File: config.mk
export PLATFORM = sky130hd
export DESIGN_NAME = flag_bitmap_allocator_unit
export DESIGN_NICKNAME = d
export VERILOG_FILES = /design/src/design/fba_pkg.sv /design/src/design/fba_cell.sv /design/src/design/fba_chain.sv /design/src/design/flag_bitmap_allocator_unit.sv
export VERILOG_INCLUDE_DIRS = /design/src /design/src/design
export SDC_FILE = /design/constraint.sdc
export NUM_CORES = 1
export LEC_CHECK = 0
export ABC_CLOCK_PERIOD_IN_PS = 3130
export BUFFER_PORTS_ARGS = -buffer_cell sky130_fd_sc_hd__buf_2
export CORE_MARGIN = 10
export CORE_UTILIZATION = 61
export DETAILED_ROUTE_END_ITERATION = 12
export PLACE_DENSITY = 0.8
export SLEW_MARGIN = 20
export SYNTH_ARGS = -nofsm -noshare
export SYNTH_HDL_FRONTEND = slang
export SYNTH_SLANG_ARGS = --single-unit
File: constraint.sdc
create_clock -name clk -period 3.13 [get_ports clk]
set_clock_uncertainty 0.05 [all_clocks]
set_input_delay 0.313 -clock clk [delete_from_list [all_inputs] [get_ports clk]]
set_output_delay 0.313 -clock clk [all_outputs]
set_load 0.01 [all_outputs]
File: src/design/flag_bitmap_allocator_unit_defines.svh
// assertion macros for the flag bitmap allocator
`ifndef FLAG_BITMAP_ALLOCATOR_UNIT_DEFINES_SVH
`define FLAG_BITMAP_ALLOCATOR_UNIT_DEFINES_SVH

// same-cycle implication on clk, disabled during reset
`define FBA_ASSERT_NOW(lbl, ante, cons) \
  lbl: assert property (@(posedge clk) disable iff (!rst_n) (ante) |-> (cons)) \
    else $error("fba check failed");

// next-cycle implication on clk, disabled during reset
`define FBA_ASSERT_NEXT(lbl, ante, cons) \
  lbl: assert property (@(posedge clk) disable iff (!rst_n) (ante) |=> (cons)) \
    else $error("fba check failed");

`endif

File: src/design/fba_pkg.sv
package fba_pkg;

  localparam int FIRST_FLAG = 24;
  localparam int LAST_FLAG  = 63;
  localparam int NUM_FLAGS  = LAST_FLAG - FIRST_FLAG + 1;
  localparam int IDX_W      = $clog2(NUM_FLAGS);
  localparam int NUM_W      = 7;
  localparam int FLAG_W     = 6;
  localparam int STATUS_W   = 3;

  typedef logic [STATUS_W-1:0] status_t;

  localparam status_t ST_OK           = 3'd0;
  localparam status_t ST_BADPARAM     = 3'd1;
  localparam status_t ST_RESERVED     = 3'd2;
  localparam status_t ST_ALREADY_FREE = 3'd3;
  localparam status_t ST_NONE_LEFT    = 3'd4;

  typedef struct packed {
    logic alloc;
    logic release_sel;
  } cell_cmd_t;

endpackage

File: src/design/fba_cell.sv
module fba_cell (
  input  logic              clk,
  input  logic              rst_n,
  input  fba_pkg::cell_cmd_t cmd,
  input  logic              sel,
  input  logic              free_seen_in,
  output logic              free_seen_out,
  output logic              grant,
  output logic              used
);
  import fba_pkg::*;

  logic used_r;
  logic used_nxt;

  assign grant         = cmd.alloc & ~free_seen_in & ~used_r;
  assign free_seen_out = free_seen_in | ~used_r;
  assign used          = used_r;

  always_comb begin
    used_nxt = used_r;
    if (grant) begin
      used_nxt = 1'b1;
    end else if (cmd.release_sel && sel) begin
      used_nxt = 1'b0;
    end
  end

  always_ff @(posedge clk) begin
    if (!rst_n) begin
      used_r <= 1'b0;
    end else begin
      used_r <= used_nxt;
    end
  end

endmodule

File: src/design/fba_chain.sv
module fba_chain (
  input  logic                           clk,
  input  logic                           rst_n,
  input  fba_pkg::cell_cmd_t             cmd,
  input  logic [fba_pkg::NUM_FLAGS-1:0]  sel,
  output logic [fba_pkg::NUM_FLAGS-1:0]  grant,
  output logic [fba_pkg::NUM_FLAGS-1:0]  used,
  output logic                           any_free,
  output logic [fba_pkg::FLAG_W-1:0]     grant_flag
);
  import fba_pkg::*;

  logic [NUM_FLAGS:0]  free_seen;
  logic [IDX_W-1:0]    grant_idx;

  assign free_seen[0] = 1'b0;

  for (genvar g = 0; g < NUM_FLAGS; g++) begin : g_cell
    fba_cell u_cell (
      .clk          (clk),
      .rst_n        (rst_n),
      .cmd          (cmd),
      .sel          (sel[g]),
      .free_seen_in (free_seen[g]),
      .free_seen_out(free_seen[g+1]),
      .grant        (grant[g]),
      .used         (used[g])
    );
  end

  assign any_free = free_seen[NUM_FLAGS];

  // one-hot grant to index
  always_comb begin
    grant_idx = '0;
    for (int i = 0; i < NUM_FLAGS; i++) begin
      if (grant[i]) begin
        grant_idx = grant_idx | IDX_W'(i);
      end
    end
  end

  assign grant_flag = FLAG_W'(FIRST_FLAG) + FLAG_W'(grant_idx);

endmodule

File: src/design/flag_bitmap_allocator_unit.sv
// flag bitmap allocator: hands out flag numbers 24 to 63, lowest free first
// input channel in_valid/in_stall carries in_func (0 allocate, 1 release)
// and in_flag_number (release target, ignored for allocate)
// result channel out_valid/out_stall carries out_status and
// out_allocated_flag, exactly one result per accepted request
// the result is registered and shows in the cycle after the input transfer
// throughput: one request per cycle while the output is not stalled, set by
// the single pass of the find-first-free carry through the row of 40 flag cells
// each cell holds one in-use bit and passes a "free seen" carry upward
// the output register holds a result while out_stall is high; input is
// stalled only while that register is full and stalled, so a transfer on
// the output frees room for a new request in the same cycle
// reset (synchronous, rst_n low) marks every flag free and empties the
// output register; no clearing pass is needed
`include "flag_bitmap_allocator_unit_defines.svh"

module flag_bitmap_allocator_unit (
  input  logic                          clk,
  input  logic                          rst_n,
  input  logic                          in_valid,
  output logic                          in_stall,
  input  logic                          in_func,
  input  logic [fba_pkg::NUM_W-1:0]     in_flag_number,
  output logic                          out_valid,
  input  logic                          out_stall,
  output logic [fba_pkg::STATUS_W-1:0]  out_status,
  output logic [fba_pkg::FLAG_W-1:0]    out_allocated_flag
);
  import fba_pkg::*;

  logic                  fire;
  logic                  alloc_fire;
  logic                  in_range;
  logic [NUM_W-1:0]      rel_off;
  logic [NUM_FLAGS-1:0]  sel;
  logic [NUM_FLAGS-1:0]  grant;
  logic [NUM_FLAGS-1:0]  used;
  logic                  any_free;
  logic [FLAG_W-1:0]     grant_flag;
  cell_cmd_t             cmd;

  logic                  out_valid_r;
  logic                  out_valid_nxt;
  status_t               status_r;
  status_t               status_nxt;
  logic [FLAG_W-1:0]     flag_r;
  logic [FLAG_W-1:0]     flag_nxt;

  assign in_stall   = out_valid_r & out_stall;
  assign fire       = in_valid & ~in_stall;
  assign alloc_fire = fire & ~in_func;

  assign in_range = (in_flag_number >= NUM_W'(FIRST_FLAG)) &&
                    (in_flag_number <= NUM_W'(LAST_FLAG));
  assign rel_off  = in_flag_number - NUM_W'(FIRST_FLAG);

  for (genvar g = 0; g < NUM_FLAGS; g++) begin : g_sel
    assign sel[g] = in_range && (rel_off == NUM_W'(g));
  end

  assign cmd.alloc       = alloc_fire;
  assign cmd.release_sel = fire & in_func & in_range;

  fba_chain u_chain (
    .clk       (clk),
    .rst_n     (rst_n),
    .cmd       (cmd),
    .sel       (sel),
    .grant     (grant),
    .used      (used),
    .any_free  (any_free),
    .grant_flag(grant_flag)
  );

  always_comb begin
    status_nxt = status_r;
    flag_nxt   = flag_r;
    if (fire) begin
      flag_nxt = '0;
      priority if (!in_func) begin
        if (any_free) begin
          status_nxt = ST_OK;
          flag_nxt   = grant_flag;
        end else begin
          status_nxt = ST_NONE_LEFT;
        end
      end else if (in_flag_number < NUM_W'(FIRST_FLAG)) begin
        status_nxt = ST_RESERVED;
      end else if (in_flag_number > NUM_W'(LAST_FLAG)) begin
        status_nxt = ST_BADPARAM;
      end else if (|(sel & used)) begin
        status_nxt = ST_OK;
      end else begin
        status_nxt = ST_ALREADY_FREE;
      end
    end
  end

  always_comb begin
    if (fire) begin
      out_valid_nxt = 1'b1;
    end else if (out_stall) begin
      out_valid_nxt = out_valid_r;
    end else begin
      out_valid_nxt = 1'b0;
    end
  end

  always_ff @(posedge clk) begin
    if (!rst_n) begin
      out_valid_r <= 1'b0;
    end else begin
      out_valid_r <= out_valid_nxt;
    end
  end

  always_ff @(posedge clk) begin
    status_r <= status_nxt;
    flag_r   <= flag_nxt;
  end

  assign out_valid          = out_valid_r;
  assign out_status         = status_r;
  assign out_allocated_flag = flag_r;

  `FBA_ASSERT_NOW(a_grant_onehot, 1'b1, $onehot0(grant))
  `FBA_ASSERT_NEXT(a_alloc_status, alloc_fire, (out_status == ST_OK) || (out_status == ST_NONE_LEFT))
  `FBA_ASSERT_NEXT(a_alloc_flag, alloc_fire && any_free, out_allocated_flag >= FLAG_W'(FIRST_FLAG))
  `FBA_ASSERT_NOW(a_flag_zero, out_valid_r && (out_status != ST_OK), out_allocated_flag == '0)

endmodule

==> impl_metrics.toml <==
[place]
post-place-ws_ns = 0.260
place_hpwl_um = 8870
dpl-instance-area_mm2 = 0.00358
gp_congestion = 1.05
port_buffers = 22
placed_cells = 517

[finish]
final_layout_size_suffix_gt1_frac = 0.154
area_delta_synth_final_pct = 11.3
nNetsFinal = 468
stdcell_area_mm2 = 0.00372
antenna-diode-count = 0
final_util = 0.714
filler_cell_count = 401
final-instance-count-excl-fill = 525

[setup_path]
critPathArrivalTime_ns = 2.71
critPathMaxFanout = 8
cp.required_ns = 3.15
end_kind = "flop"
path_buf_inv = 0
worstSetupStartpointType = "flop"
critPathSlowestCell = "dfxtp_1"
cp_common_cell = "and4_1"
slowest_delay_ns = 0.53
crit_chain = "and4_1 > nor2b_1 > and4_1 > nor3b_2 > a22oi_1 > and4_1 > ha_1 > xnor2_1 > nor2_1"
critPathKind = "flop to flop"
critPathTopFamily = "simple AND/OR/NAND/NOR gates"

[timing]
setup-violations-final = 0
fin_crit_sh = 0.860
period_minus_slack_ns = 2.69
fmax_mhz = 372
tns_ns = 0
final_max_slew_viol_count = 0
rsz0062_at_grt = "no"
maxSlewHeadroom = 0.423
tightest_slew_ns = 0.864
layout_setup_ws_ns = 0.439
hold_violations = 0

[clock_tree]
ctsHoldBuffers = 0
clock_latency_ns = 0.32
ctsResizeCount = 0
clock_path_buffers = 2
clock_sinks = 50
cts_setup_buffers = 0
clk_pin_slew_ns = 0.10
cts_tree = "built"
cts-buffers-inserted = 5
htree_num_levels = 2
cts_root_buf = "clkbuf_8"

[synth]
yosysTopAreaCell = "dfxtp_1"
async_reset_ff_frac = 0
avgSynthCellArea_um2 = 7.75
yosys.area.top_type_share = 0.246
yosys-top-cells-area = "dfxtp_1 25%, edfxtp_1 8.1%, nand2_1 5.1%"
netlist-cell-type-count = 66
ys.flop_type = "dfxtp_1"
synth.most_common_cell = "nand2_1"
netlist_area_mm2 = 0.00334
ys_seq_area_frac = 0.327
syn_inst = 431
synth-edff-count = 9
synth-seq-cells = 50
yosys_warnings = 0
synth.top_cells.by_count = "45 x nand2_1, 41 x dfxtp_1, 35 x nor2_1, 28 x o21ai_0, 26 x a21oi_1"
syn-num-nets = 445

[routing]
drc = 0
vias = 3873
routedWlPerCell_um = 22.8
routed_via_density = 7.38
dr.pass1.iters = 6
ant_nets = 0
wirelength_um = 12000
drt_iter0_markers = 652

[grt]
grt_first_pass_wirelength_um = 19000
antenna_found_initial = 0
grt_pass1_vias = 3574
overflow = 0
grtUsageTotal = 0.267
grt_max_degree = 24

[floorplanning]
row_count = 26
ios = 23
die_x_um = 94.0
die_area_mm2 = 0.00884
initial_core_util = 0.642
core_area_mm2 = 0.00520
die_y_um = 94.0

[status]
status = "finished, final reports clean"

[power]
ir_worst_vdd_v = 0.000226
cellPowerDensity_mw_per_mm2 = 369
p_leak_nw = 1.21

[run]
maxCapViolCount = 0

[worst_hold_path]
hp-class = "input pin to flop"
layout make-up:
cell class / count / area [um^2] / share of cell area
clock inverter: 3 / 68.8 / 0.0185
multi-input combinational: 340 / 2080 / 0.559
sequential: 50 / 1090 / 0.294
clock buffer: 5 / 68.8 / 0.0185
inverter: 13 / 48.8 / 0.0131
timing repair buffer: 44 / 275 / 0.0740
tap: 70 / 87.6 / 0.0236
flip-flops by register name, indices dropped and copies added, names as in the netlist:
signal and count:
out_allocated_flag 6, out_valid 1, out_status 3, u_chain.g_cell.u_cell.used 40
path summary, 6_finish.rpt:
check / from / endpoint / slack (ns) / depth (start not counted)
worst max-delay path: u_chain.g_cell[18].u_cell.used / out_allocated_flag[5] / 0.44 / 9
worst min-delay path: in_valid / out_valid / 0.17 / 2
worst max register to register: u_chain.g_cell[18].u_cell.used / out_allocated_flag[5] / 0.44 / 9
worst min register to register: u_chain.g_cell[1].u_cell.used / u_chain.g_cell[1].u_cell.used / 0.48 / 1
placed cells by master, fill, tap and decap left out, drive strengths merged, types with 3 or more instances in the layout:
cell | synthesis | routed
nand2 | 45 | 45
buf | 10 | 44
dfxtp | 41 | 41
nor2 | 36 | 36
o21ai | 29 | 29
a21oi | 26 | 26
nand3 | 25 | 25
a31oi | 22 | 22
a311oi | 19 | 19
inv | 12 | 12
nand4 | 12 | 12
nor3 | 12 | 12
edfxtp | 9 | 9
nor4 | 9 | 9
and3 | 8 | 8
and2 | 8 | 8
nor2b | 7 | 7
and4 | 7 | 7
nand2b | 6 | 6
a22oi | 6 | 6
or3 | 6 | 6
a32oi | 5 | 5
clkbuf | 18 | 5
o211ai | 4 | 4
mux2i | 3 | 3
or2 | 3 | 3
nor3b | 3 | 3
worst register-to-register path, cell delays in order (launching register included):
cell and delay (ns):
dfxtp_1 0.53, and4_1 0.31, nor2b_1 0.31, and4_1 0.27, nor3b_2 0.27, a22oi_1 0.14
and4_1 0.18, ha_1 0.19, xnor2_1 0.15, nor2_1 0.06
routing by layer:
| layer | track usage | up-vias | share of wire | wire (um) |
|---|---|---|---|---|
| met2 | 0.395 | 357 | 0.43 | 5130 |
| met4 | 0.132 | 0 | 0.049 | 583 |
| met1 | 0.352 | 1743 | 0.38 | 4560 |
| met3 | 0.0679 | 78 | 0.14 | 1690 |
| li1 | - | 1695 | - | - |
| met5 | 0 | - | 0 | 0 |
kinds of logic after synthesis:
| kind of cell | after synthesis | synth area share |
|---|---|---|
| simple gates | 194 | 0.313 |
| compound gates | 137 | 0.281 |
| flops | 50 | 0.327 |
| buf+inv | 41 | 0.0517 |
| mux | 5 | 0.0157 |
| xor+xnor | 2 | 0.00524 |
| fa+ha+maj | 2 | 0.00749 |
where the power goes:
part / internal (mW) / total (mW) / switching, mW / leakage (nW)
clock: 0.321 / 0.564 / 0.243 / 0.0683
combinational: 0.0408 / 0.143 / 0.102 / 0.726
sequential: 0.663 / 0.666 / 0.00329 / 0.420
through the flow:
step	power, mW	hold slack [ns]
2_1_floorplan	0.768	0.387
3_3_place_gp	0.816	0.449
3_5_place_dp	0.817	0.453
4_1_cts	1.36	0.177
5_1_grt	1.40	0.197
6_report	1.37	0.170
Note: power is estimated with default switching activity, not from simulation.
